**config.mk**
```make
export PLATFORM = sky130hd
export DESIGN_NAME = shuffled_lehmer_random_generator_top
export DESIGN_NICKNAME = d
export VERILOG_FILES = /design/src/rtl/slrg_pkg.sv /design/src/rtl/slrg_ram.sv /design/src/rtl/slrg_mulmod.sv /design/src/rtl/slrg_slot.sv /design/src/rtl/slrg_scale.sv /design/src/rtl/shuffled_lehmer_random_generator_top.sv
export SDC_FILE = /design/constraint.sdc
export NUM_CORES = 2
export LEC_CHECK = 0
export BUFFER_PORTS_ARGS = -buffer_cell sky130_fd_sc_hd__buf_2
export CORE_MARGIN = 2
export CORE_UTILIZATION = 40
export CTS_BUF_LIST = sky130_fd_sc_hd__clkbuf_4
export CTS_CLUSTER_DIAMETER = 40
export CTS_CLUSTER_SIZE = 12
export DETAILED_ROUTE_END_ITERATION = 7
export HOLD_SLACK_MARGIN = 0.06
export PLACE_DENSITY = 0.65
export SLEW_MARGIN = 5
export SYNTH_ARGS = -nofsm -noshare
export SYNTH_HDL_FRONTEND = slang
export SYNTH_SLANG_ARGS = --single-unit
```
**constraint.sdc**
```tcl
create_clock -name clk -period 7.3 [get_ports clk]
set_input_delay 0 -clock clk [delete_from_list [all_inputs] [get_ports clk]]
set_output_delay 0 -clock clk [all_outputs]
set_load 0.05 [all_outputs]
```
**src/rtl/slrg_pkg.sv**
```systemverilog
package slrg_pkg;

	localparam logic [14:0] LEH_A = 15'd16807;
	localparam logic [30:0] LEH_M = 31'h7FFF_FFFF;
	localparam int WARMUP_EXTRA = 7;
	localparam int RECIP_SHIFT = 37;

	localparam logic KIND_RESEED = 1'b0;
	localparam logic KIND_DRAW = 1'b1;

	typedef enum logic [3:0] {
		ST_IDLE,
		ST_WARM_MUL,
		ST_WARM_RED,
		ST_DRAW_MUL,
		ST_DRAW_RED,
		ST_DRAW_SLOT,
		ST_DRAW_READ,
		ST_DRAW_SCALE,
		ST_DRAW_OUT
	} state_t;

	typedef struct packed {
		logic s1_en;
		logic s2_en;
	} scale_ctl_t;

endpackage

```
**src/rtl/slrg_ram.sv**
```systemverilog
module slrg_ram #(
	parameter int WIDTH = 31,
	parameter int DEPTH = 32
) (
	input  logic                     clk,
	input  logic                     we,
	input  logic [$clog2(DEPTH)-1:0] waddr,
	input  logic [WIDTH-1:0]         wdata,
	input  logic [$clog2(DEPTH)-1:0] raddr,
	output logic [WIDTH-1:0]         rdata
);

	logic [WIDTH-1:0] mem [DEPTH];

	always_ff @(posedge clk) begin
		if (we) begin
			mem[waddr] <= wdata;
		end
		rdata <= mem[raddr];
	end

endmodule

```
**src/rtl/slrg_mulmod.sv**
```systemverilog
module slrg_mulmod (
	input  logic        clk,
	input  logic [31:0] x,
	output logic [30:0] res
);

	logic [45:0] prod_q;
	logic [31:0] sum;
	logic [31:0] red;

	always_ff @(posedge clk) begin
		prod_q <= 46'(x) * 46'(slrg_pkg::LEH_A);
	end

	// Fold the product modulo 2^31 - 1; one correction brings it into range.
	always_comb begin
		sum = {17'd0, prod_q[45:31]} + {1'b0, prod_q[30:0]};
		red = (sum >= {1'b0, slrg_pkg::LEH_M}) ? (sum - {1'b0, slrg_pkg::LEH_M}) : sum;
		res = red[30:0];
	end

endmodule

```
**src/rtl/slrg_slot.sv**
```systemverilog
module slrg_slot #(
	parameter int TABLE_DEPTH = 32
) (
	input  logic                           clk,
	input  logic [30:0]                    last,
	output logic [$clog2(TABLE_DEPTH)-1:0] slot
);

	localparam longint unsigned NDIV = 64'd1 + (64'd2147483646 / 64'(TABLE_DEPTH));
	localparam longint unsigned RECIP = (64'd1 << slrg_pkg::RECIP_SHIFT) / NDIV;
	localparam int RW = $clog2(RECIP + 64'd1);
	localparam int PW = 31 + RW;
	localparam int QW = $clog2(TABLE_DEPTH + 1);
	localparam int AW = $clog2(TABLE_DEPTH);
	localparam logic [RW-1:0] RECIP_W = RW'(RECIP);
	localparam logic [30:0] NDIV_W = 31'(NDIV);

	logic [PW-1:0] prod_s1;
	logic [30:0]   last_s1;
	logic [QW-1:0] est;
	logic [QW-1:0] est_s2;
	logic [30:0]   qm_s2;
	logic [30:0]   last_s2;
	logic [30:0]   rem;
	logic [QW:0]   quo;

	assign est = QW'(prod_s1 >> slrg_pkg::RECIP_SHIFT);

	always_ff @(posedge clk) begin
		prod_s1 <= PW'(last) * PW'(RECIP_W);
		last_s1 <= last;
		est_s2  <= est;
		qm_s2   <= 31'(est) * NDIV_W;
		last_s2 <= last_s1;
	end

	// The reciprocal estimate is low by at most one.
	always_comb begin
		rem = last_s2 - qm_s2;
		quo = {1'b0, est_s2} + (QW + 1)'(rem >= NDIV_W);
		if (quo >= (QW + 1)'(TABLE_DEPTH)) begin
			slot = AW'(TABLE_DEPTH - 1);
		end else begin
			slot = quo[AW-1:0];
		end
	end

endmodule

```
**src/rtl/slrg_scale.sv**
```systemverilog
module slrg_scale (
	input  logic                     clk,
	input  slrg_pkg::scale_ctl_t     ctl,
	input  logic [30:0]              v,
	input  logic signed [32:0]       span,
	input  logic [31:0]              lo,
	output logic [31:0]              result
);

	logic [46:0]        pp_lo_s1;
	logic signed [48:0] pp_hi_s1;
	logic [63:0]        p_s2;

	always_ff @(posedge clk) begin
		if (ctl.s1_en) begin
			pp_lo_s1 <= 47'(v) * 47'(span[15:0]);
			pp_hi_s1 <= 49'($signed({1'b0, v})) * 49'($signed(span[32:16]));
		end
		if (ctl.s2_en) begin
			p_s2 <= {pp_hi_s1[47:0], 16'd0} + {17'd0, pp_lo_s1};
		end
	end

	// An arithmetic shift by 31 rounds the quotient toward minus infinity.
	assign result = lo + p_s2[62:31];

endmodule

```
**src/rtl/shuffled_lehmer_random_generator_top.sv**
```systemverilog
// Shuffled minimal-standard Lehmer generator with a Bays-Durham shuffle table.
// Input channel s_*: s_tuser selects a reseed (0) or a draw (1); s_tdata carries
// the seed and the Q16.16 range ends. Output channel m_*: one transaction per
// draw with the raw value and its scaled form; a reseed gives no result.
// A draw steps through the multiply and modular fold of the core, then the slot
// estimate, the table RAM read together with the scaling partial products, the
// sum of those products, and the output load with the final add. A new request
// is accepted only once the previous draw has finished.
// A draw that follows a reseed, a reset or a zero output first warms up: it runs
// the same multiply-fold loop while the table RAM is filled.
// Reset clears the core state and the last output, so the first draw warms up;
// the table itself has no reset and needs none.
// The output register holds a result until it is taken. New items are still
// accepted while it waits; a draw that finishes before then waits in its final
// step with s_tready low.
module shuffled_lehmer_random_generator_top #(
	parameter int TABLE_DEPTH = 32
) (
	input  logic        clk,
	input  logic        arst_n,
	input  logic        s_tvalid,
	output logic        s_tready,
	input  logic [95:0] s_tdata,  // seed[31:0], range_low[63:32], range_high[95:64]
	input  logic        s_tuser,  // kind
	output logic        m_tvalid,
	input  logic        m_tready,
	output logic [63:0] m_tdata   // value[30:0], scaled_value[62:31], zero pad[63]
);

	localparam int AW = $clog2(TABLE_DEPTH);
	localparam int CW = $clog2(TABLE_DEPTH + slrg_pkg::WARMUP_EXTRA + 1);

	slrg_pkg::state_t     state_q;
	slrg_pkg::state_t     state_d;
	slrg_pkg::scale_ctl_t scale_ctl;

	logic [CW-1:0]       cnt_q;
	logic [31:0]         core_q;
	logic [30:0]         last_q;
	logic [AW-1:0]       slot_q;
	logic [30:0]         value_q;
	logic [31:0]         lo_q;
	logic signed [32:0]  span_q;
	logic [63:0]         m_tdata_q;
	logic                m_tvalid_q;

	logic [31:0]   seed;
	logic [31:0]   range_low;
	logic [31:0]   range_high;
	logic          accept;
	logic          warm;
	logic          out_free;
	logic          out_load;
	logic [30:0]   step_res;
	logic [AW-1:0] slot;
	logic          ram_we;
	logic [AW-1:0] ram_waddr;
	logic [30:0]   ram_wdata;
	logic [30:0]   ram_rdata;
	logic [31:0]   scaled;

	assign seed       = s_tdata[31:0];
	assign range_low  = s_tdata[63:32];
	assign range_high = s_tdata[95:64];
	assign accept     = s_tvalid && s_tready;
	assign warm       = ($signed(core_q) <= 32'sd0) || (last_q == 31'd0);
	assign out_free   = !m_tvalid_q || m_tready;
	assign m_tvalid   = m_tvalid_q;
	assign m_tdata    = m_tdata_q;

	slrg_mulmod u_mulmod (
		.clk (clk),
		.x   (core_q),
		.res (step_res)
	);

	slrg_slot #(
		.TABLE_DEPTH(TABLE_DEPTH)
	) u_slot (
		.clk  (clk),
		.last (last_q),
		.slot (slot)
	);

	slrg_ram #(
		.WIDTH(31),
		.DEPTH(TABLE_DEPTH)
	) u_table (
		.clk   (clk),
		.we    (ram_we),
		.waddr (ram_waddr),
		.wdata (ram_wdata),
		.raddr (slot),
		.rdata (ram_rdata)
	);

	slrg_scale u_scale (
		.clk    (clk),
		.ctl    (scale_ctl),
		.v      (ram_rdata),
		.span   (span_q),
		.lo     (lo_q),
		.result (scaled)
	);

	always_comb begin
		state_d = state_q;
		case (state_q)
			slrg_pkg::ST_IDLE: begin
				if (s_tvalid && (s_tuser == slrg_pkg::KIND_DRAW)) begin
					state_d = warm ? slrg_pkg::ST_WARM_MUL : slrg_pkg::ST_DRAW_MUL;
				end
			end
			slrg_pkg::ST_WARM_MUL: state_d = slrg_pkg::ST_WARM_RED;
			slrg_pkg::ST_WARM_RED: begin
				state_d = (cnt_q == '0) ? slrg_pkg::ST_DRAW_MUL : slrg_pkg::ST_WARM_MUL;
			end
			slrg_pkg::ST_DRAW_MUL:   state_d = slrg_pkg::ST_DRAW_RED;
			slrg_pkg::ST_DRAW_RED:   state_d = slrg_pkg::ST_DRAW_SLOT;
			slrg_pkg::ST_DRAW_SLOT:  state_d = slrg_pkg::ST_DRAW_READ;
			slrg_pkg::ST_DRAW_READ:  state_d = slrg_pkg::ST_DRAW_SCALE;
			slrg_pkg::ST_DRAW_SCALE: state_d = slrg_pkg::ST_DRAW_OUT;
			slrg_pkg::ST_DRAW_OUT: begin
				if (out_free) begin
					state_d = slrg_pkg::ST_IDLE;
				end
			end
			default: state_d = slrg_pkg::ST_IDLE;
		endcase
	end

	always_comb begin
		s_tready        = 1'b0;
		ram_we          = 1'b0;
		ram_waddr       = slot_q;
		ram_wdata       = core_q[30:0];
		scale_ctl.s1_en = 1'b0;
		scale_ctl.s2_en = 1'b0;
		out_load        = 1'b0;
		case (state_q)
			slrg_pkg::ST_IDLE: s_tready = 1'b1;
			slrg_pkg::ST_WARM_RED: begin
				ram_we    = (cnt_q < CW'(TABLE_DEPTH));
				ram_waddr = cnt_q[AW-1:0];
				ram_wdata = step_res;
			end
			slrg_pkg::ST_DRAW_READ: begin
				ram_we          = 1'b1;
				scale_ctl.s1_en = 1'b1;
			end
			slrg_pkg::ST_DRAW_SCALE: scale_ctl.s2_en = 1'b1;
			slrg_pkg::ST_DRAW_OUT:   out_load = out_free;
			default: ;
		endcase
	end

	always_ff @(posedge clk or negedge arst_n) begin
		if (!arst_n) begin
			state_q    <= slrg_pkg::ST_IDLE;
			cnt_q      <= '0;
			core_q     <= '0;
			last_q     <= '0;
			m_tvalid_q <= 1'b0;
		end else begin
			state_q <= state_d;
			case (state_q)
				slrg_pkg::ST_IDLE: begin
					if (accept && (s_tuser == slrg_pkg::KIND_RESEED)) begin
						core_q <= seed[31] ? seed : (~seed + 32'd1);
						last_q <= '0;
					end else if (accept && warm) begin
						core_q <= ($signed(core_q) >= 32'sd0) ? 32'd1 : (~core_q + 32'd1);
						cnt_q  <= CW'(TABLE_DEPTH + slrg_pkg::WARMUP_EXTRA);
					end
				end
				slrg_pkg::ST_WARM_RED: begin
					core_q <= {1'b0, step_res};
					if (cnt_q == '0) begin
						last_q <= step_res;
					end else begin
						cnt_q <= cnt_q - CW'(1);
					end
				end
				slrg_pkg::ST_DRAW_RED:  core_q <= {1'b0, step_res};
				slrg_pkg::ST_DRAW_READ: last_q <= ram_rdata;
				default: ;
			endcase
			if (out_load) begin
				m_tvalid_q <= 1'b1;
			end else if (m_tready) begin
				m_tvalid_q <= 1'b0;
			end
		end
	end

	always_ff @(posedge clk) begin
		if (accept && (s_tuser == slrg_pkg::KIND_DRAW)) begin
			lo_q   <= range_low;
			span_q <= 33'($signed(range_high)) - 33'($signed(range_low));
		end
		if (state_q == slrg_pkg::ST_DRAW_SLOT) begin
			slot_q <= slot;
		end
		if (state_q == slrg_pkg::ST_DRAW_READ) begin
			value_q <= ram_rdata;
		end
		if (out_load) begin
			m_tdata_q <= {1'b0, scaled, value_q};
		end
	end

	assert property (@(posedge clk) disable iff (!arst_n)
		ram_we |-> (state_q == slrg_pkg::ST_WARM_RED || state_q == slrg_pkg::ST_DRAW_READ))
		else $error("Table write outside a fill or replace step.");

	assert property (@(posedge clk) disable iff (!arst_n)
		(accept && s_tuser == slrg_pkg::KIND_DRAW && last_q == 31'd0)
		|=> (state_q == slrg_pkg::ST_WARM_MUL))
		else $error("Draw with a zero last output did not warm up.");

	assert property (@(posedge clk) disable iff (!arst_n)
		(state_q == slrg_pkg::ST_WARM_RED && cnt_q == '0) |=> (state_q == slrg_pkg::ST_DRAW_MUL))
		else $error("Warm-up did not hand over to the draw step.");

	assert property (@(posedge clk) disable iff (!arst_n)
		$rose(m_tvalid_q) |-> $past(state_q == slrg_pkg::ST_DRAW_OUT))
		else $error("Result appeared without a finished draw.");

endmodule

```
======== Yosys cells after proc, flatten, opt, wreduce, memory -nomap -nowiden ========
Memories as Yosys holds them, arrays and structs flattened. A register that Yosys moved wholly into a read port is not among the register bits.
Index checks and enable logic that the tools add are counted.
cells by class
  order comparisons ....................... 6
  equality and inequality tests ........... 16
  add/subtract/negate cells ............... 10
  reductions and logical operators ........ 20
  muxes and demuxes ....................... 30
  multipliers ............................. 3
  bitwise logic cells ..................... 3
operators with widths
  operator                count
  $mux 32                 4
  $mux 31                 4
  $pmux 31 s3             1
  $add 32x1->32 const B   2
  $not 32->32             2
  $pmux 32 s2             1
  $add 63x47->63          1
  $mul 31x16->47          1
  $mul 32x17->47          1
  $mul 32x15->46 const B  1
  $pmux 4 s9              1
  $sub 32x32->33          1
  $add 15x31->32          1
  $add 32x32->32          1
  $ge 32x1->1 const B     1
  $ge 32x31->1 const B    1
  $le 32x1->1 const B     1
  $ge 31x27->1 const B    1
  $logic_not 31->1        1
  $sub 31x31->31          1
  $sub 31x31->31 const B  1
  $mux 6                  3
  $eq 4x3->1 const B      4
  $ne 2x2->1 const B      7
  26 further kinds        45
word-level totals
  memories ................................ 1
  bits in writable memories ............... 992
  bits in registers ....................... 508
  output and inout port bits .............. 66
  input port bits ......................... 101
memories
  memory       depth  width  read ports  clocked after Yosys merged registers in  wr ports  RTL line        RTL
  u_table.mem  32     31     1           1                                        1         slrg_ram.sv:13  logic [WIDTH-1:0] mem [DEPTH];

======== Logic depth before layout (Yosys ltp) ========
  word-level depth ........................ 7
  mapped depth ............................ 27

======== Hierarchy ========
A second synthesis with hierarchy kept.
second synthesis, totals
  cell total of the unflattened synthesis .. 8,777
  area total of the unflattened synthesis .. 100,437.6 um^2
modules (own cells, without submodules)
  module                                area an instance (um^2)  cells an instance  times used
  slrg_ram                              39,163.8                 2,192              1
  slrg_scale                            38,146.6                 4,171              1
  shuffled_lehmer_random_generator_top  12,389.4                 1,209              1
  slrg_mulmod                           10,537.6                 1,195              1
  slrg_slot                             200.2                    10                 1

======== Worst setup path before layout ========
Ideal clock, no wire load.
  path kind ............................... register to register
  start ................................... register u_table.rdata[12], read port of u_table.mem
  end ..................................... register u_scale.pp_hi_s1[45], data pin
  arrival time ............................ 6,396 ps
  path slack .............................. 640 ps
  stages on the path, launching flop included .. 25
  required time ........................... 7,036 ps
  cells stage by stage .................... dfxtp_1 > clkbuf_1 > nand2_1 > fa_1 > fa_1 > fa_1 > inv_1 > fa_1 > fa_1 > inv_1 > fa_1 > inv_1 > ha_1 > a21o_1 > a21o_1 > a21oi_1 > o21ai_0 > a2111o_1 > a31oi_1 > o21a_1 > o22ai_1 > o21ai_0 > nand2b_1 > a221oi_1 > xnor2_1
on the way
  cells in the longest elaborated chain, start to end .. 1
RTL lines
  item                    RTL line          RTL
  start: declaration      slrg_ram.sv:10    output logic [WIDTH-1:0] rdata
  $mul 32x17->47          slrg_scale.sv:17  pp_hi_s1 <= 49'($signed({1'b0, v})) * 49'($signed(span[32:16]));
  end signal: assignment  slrg_scale.sv:17
  end: declaration        slrg_scale.sv:11  logic signed [48:0] pp_hi_s1;
Every way passes these cells.
A chain may end at the register's enable or synchronous reset.

======== Final worst setup path ========
  start ................................... register span_q[1]
  end ..................................... register u_scale.pp_lo_s1[45], data pin
on the way
  cells in the longest elaborated chain, start to end .. 1
RTL lines
  item                      RTL line                                     RTL
  start: declaration        shuffled_lehmer_random_generator_top.sv:43   logic signed [32:0] span_q;
  start signal: assignment  shuffled_lehmer_random_generator_top.sv:199  span_q <= 33'($signed(range_high)) - 33'($signed(range_low));
  $mul 31x16->47            slrg_scale.sv:16                             pp_lo_s1 <= 47'(v) * 47'(span[15:0]);
  end signal: assignment    slrg_scale.sv:16
  end: declaration          slrg_scale.sv:10                             logic [46:0] pp_lo_s1;
Every way passes these cells.

==> results.sh <==
export IMPL_core_area_sq_um=245000
export IMPL_grt_max_degree=174
export IMPL_yosysUniqueCellTypes=91
export IMPL_start_util=0.401
export IMPL_gr_total_overflow=0
export IMPL_placedCellCount=11100
export IMPL_clockBufferDepth=3
export IMPL_boundaryPins=167
export IMPL_max_freq_mhz=142
export IMPL_place_area_sq_um=105000
export IMPL_fill_cells=21700
export IMPL_synthCells=7778
export IMPL_ys_ff_latch=1427
export IMPL_rsz0062_at_grt="false"
export IMPL_dieArea_sq_um=250000
export IMPL_area_growth_pct=13.8
export IMPL_cp_data_required_time_ns=8.25
export IMPL_final_cell_area_sq_um=112000
export IMPL_cap_violations=0
export IMPL_io_buffers=165
export IMPL_synthArstFlopShare=0.0519
export IMPL_rows=182
export IMPL_avgViaCountPerCell=5.41
export IMPL_outcome="finished, final reports clean"
export IMPL_grt_usage=0.221
export IMPL_min_period_over_period=0.962
export IMPL_clkTransAtPathRegs_ns=0.11
export IMPL_synth_edf_count=1266
export IMPL_min_period_ns=7.02
export IMPL_grt_pass1_vias=68000
export IMPL_syn_cell_area_sq_um=98400
export IMPL_syn_mean_instance_area_sq_um=12.6
export IMPL_end_kind="flop"
export IMPL_ant_nets=0
export IMPL_slew_violations=0
export IMPL_gp_congestion=0.927
export IMPL_final_cells=11900
export IMPL_die_y_um=500
export IMPL_wl_per_cell_um=23.2
export IMPL_drt_iter0_drc=6156
export IMPL_tritoncts="done"
export IMPL_die_x_um=500
export IMPL_arrival_ns=7.97
export IMPL_skew_ns=0.174
export IMPL_numCtsBuffers=209
export IMPL_worstSetupStartpointType="flop"
export IMPL_clk_latency_ns=1.33
export IMPL_seqCellArea_sq_um=41700
export IMPL_worst_pin_slew_ns=1.33
export IMPL_grt_first_pass_wirelength_um=418000
export IMPL_nNetsFinal=10100
export IMPL_ys_flop_type="edfxtp_1"
export IMPL_drc=0
export IMPL_dr_pass1_iters=6
export IMPL_worstSetupPathType="reg2reg"
export IMPL_yosysWarningCount=0
export IMPL_crit_fanout=24
export IMPL_finalHoldViolations=0
export IMPL_dp_hpwl_um=195000
export IMPL_ctsHtreeMaxLevel=4
export IMPL_setup_violations_final=0
export IMPL_hp_class="in2reg"
export IMPL_syn_num_nets=9453
export IMPL_yosysSeqAreaShare=0.423
export IMPL_wl_um=275000
export IMPL_via_count=64200
export IMPL_drive_gt1_frac=0.154
export IMPL_clockRootBuffer="clkbuf_4"
export IMPL_clock_sinks=1427
export IMPL_slew_headroom=0.116
export IMPL_multi_input_area_sq_um=51700
export IMPL_grt_antenna_before_repair=9
export IMPL_hold_slack_ns=0.266
## synth_stat cells (74+ instances only)
cell type	number	area (sq um)
a21o_1	101	758
a21oi_1	218	1090
and2_1	459	2870
clkbuf_1	291	1090
dfrtp_1	74	1850
dfxtp_1	87	1740
edfxtp_1	1266	38000
fa_1	978	19600
ha_1	596	7460
inv_1	1167	4380
mux4_2	310	6980
nand2_1	717	2690
nand3_1	75	375
nor2_1	264	991
o21ai_0	184	921
xnor2_1	181	1590
xor2_1	77	674
## critical path, cell delays in order (launching register included)
cell and delay (ns):
edfxtp_1 0.40, buf_12 0.20, buf_4 0.22, nand2_1 0.10, fa_1 0.55, inv_1 0.06, fa_1 0.53, inv_1 0.06
fa_1 0.49, inv_1 0.06, fa_1 0.49, fa_1 0.50, inv_1 0.06, fa_1 0.52, inv_1 0.05, ha_1 0.36
a21o_1 0.19, a221o_1 0.34, a21oi_1 0.22, a2bb2oi_1 0.17, nand2_1 0.12, o21ai_1 0.16, buf_4 0.19, o21a_1 0.19
buf_4 0.13, nor2_1 0.04, nor3b_1 0.17, a21oi_1 0.05
## registers in the layout (all words and copies together), names as in the netlist, 31 cells and up
| name | count |
|---|---|
| u_table.mem | 992 |
| u_scale.pp_lo_s1 | 31 |
| u_mulmod.prod_q | 46 |
| core_q | 32 |
| u_scale.p_s2 | 32 |
| value_q | 31 |
| u_table.rdata | 31 |
| last_q | 31 |
| m_tdata | 63 |
| span_q | 33 |
| lo_q | 32 |
| u_scale.pp_hi_s1 | 47 |
## worst paths after layout
check,to,start,slack (ns),depth (start not counted)
worst max register to register,u_scale.pp_lo_s1[45],span_q[1],0.28,27
worst max-delay path,u_scale.pp_lo_s1[45],span_q[1],0.28,27
worst min-delay path,core_q[25],s_tdata[24],0.27,8
min in group asynchronous,core_q[11],arst_n,0.77,5
worst min register to register,u_slot.est_s2[4],u_slot.last_s1[30],0.33,0
max in group asynchronous,last_q[15],arst_n,5.12,6
## kinds of logic after synthesis
kind of cell             after synthesis  share of synthesized area
XOR/XNOR                             259                     0.0231
AND/OR/NAND/NOR                     1837                     0.0913
other                                  1                  0.0000381
flip-flops                          1427                      0.423
multiplexers                         352                     0.0757
AO/OA/AOI/OAI                        832                     0.0546
buffers and inverters               1496                     0.0573
adder cells (fa/ha/maj)             1574                      0.275
## per-layer routing
metal / GRT usage / routed length (um)
met2: 0.366 / 133000
met3: 0.0390 / 20800
met5: 0 / 34
met1: 0.293 / 112000
met4: 0.0774 / 9270
## placed cells by master, fill, tap and decap left out, types with 23 or more instances in the layout
master	n
a21o_1	101
a21oi_1	214
a31oi_1	33
and2_1	458
and3_1	53
buf_12	34
buf_2	164
buf_4	281
clkbuf_4	237
clkinv_4	27
clkinvlp_4	24
dfrtp_1	74
dfxtp_1	66
dlygate4sd3_1	320
edfxtp_1	1266
fa_1	978
ha_1	595
inv_1	1166
inv_6	25
inv_8	23
mux2_2	32
mux4_2	310
nand2_1	717
nand2b_1	49
nand3_1	75
nand4_1	30
nor2_1	228
nor2_4	34
nor2b_1	51
nor3_1	57
o211ai_1	23
o21a_1	41
o21ai_0	161
xnor2_1	181
xor2_1	77
## cell type report
cell class / instances / area share
Multi-Input combinational cell: 4855 / 0.461
Antenna cell: 7 / 0.000156
Sequential cell: 1427 / 0.372
Tap cell: 3220 / 0.0360
Inverter: 1167 / 0.0392
Clock inverter: 156 / 0.0142
Clock buffer: 237 / 0.0159
Timing Repair Buffer: 802 / 0.0612
## repair_timing
action,CTS,global route
hold buffers,320,0
endpoints found under the setup margin,8,25
pin swaps,0,5
gates resized for setup,3,37
setup buffers,2,9
endpoints found under the hold margin,339,0
## stage by stage
| stage | util | setup slack (ns) | setup TNS, ns |
|---|---|---|---|
| after floorplan | - | 0.640 | 0 |
| after global placement | 0.429 | -0.0909 | -0.164 |
| final | 0.456 | 0.280 | 0 |
| after CTS | 0.455 | 0.0123 | 0 |
| after detailed placement | 0.429 | -0.175 | -0.327 |
| after global routing | 0.456 | 0.00561 | 0 |
Power is not shown: default switching activity piles up to over one toggle a cycle in this logic, so the estimate is an artifact.
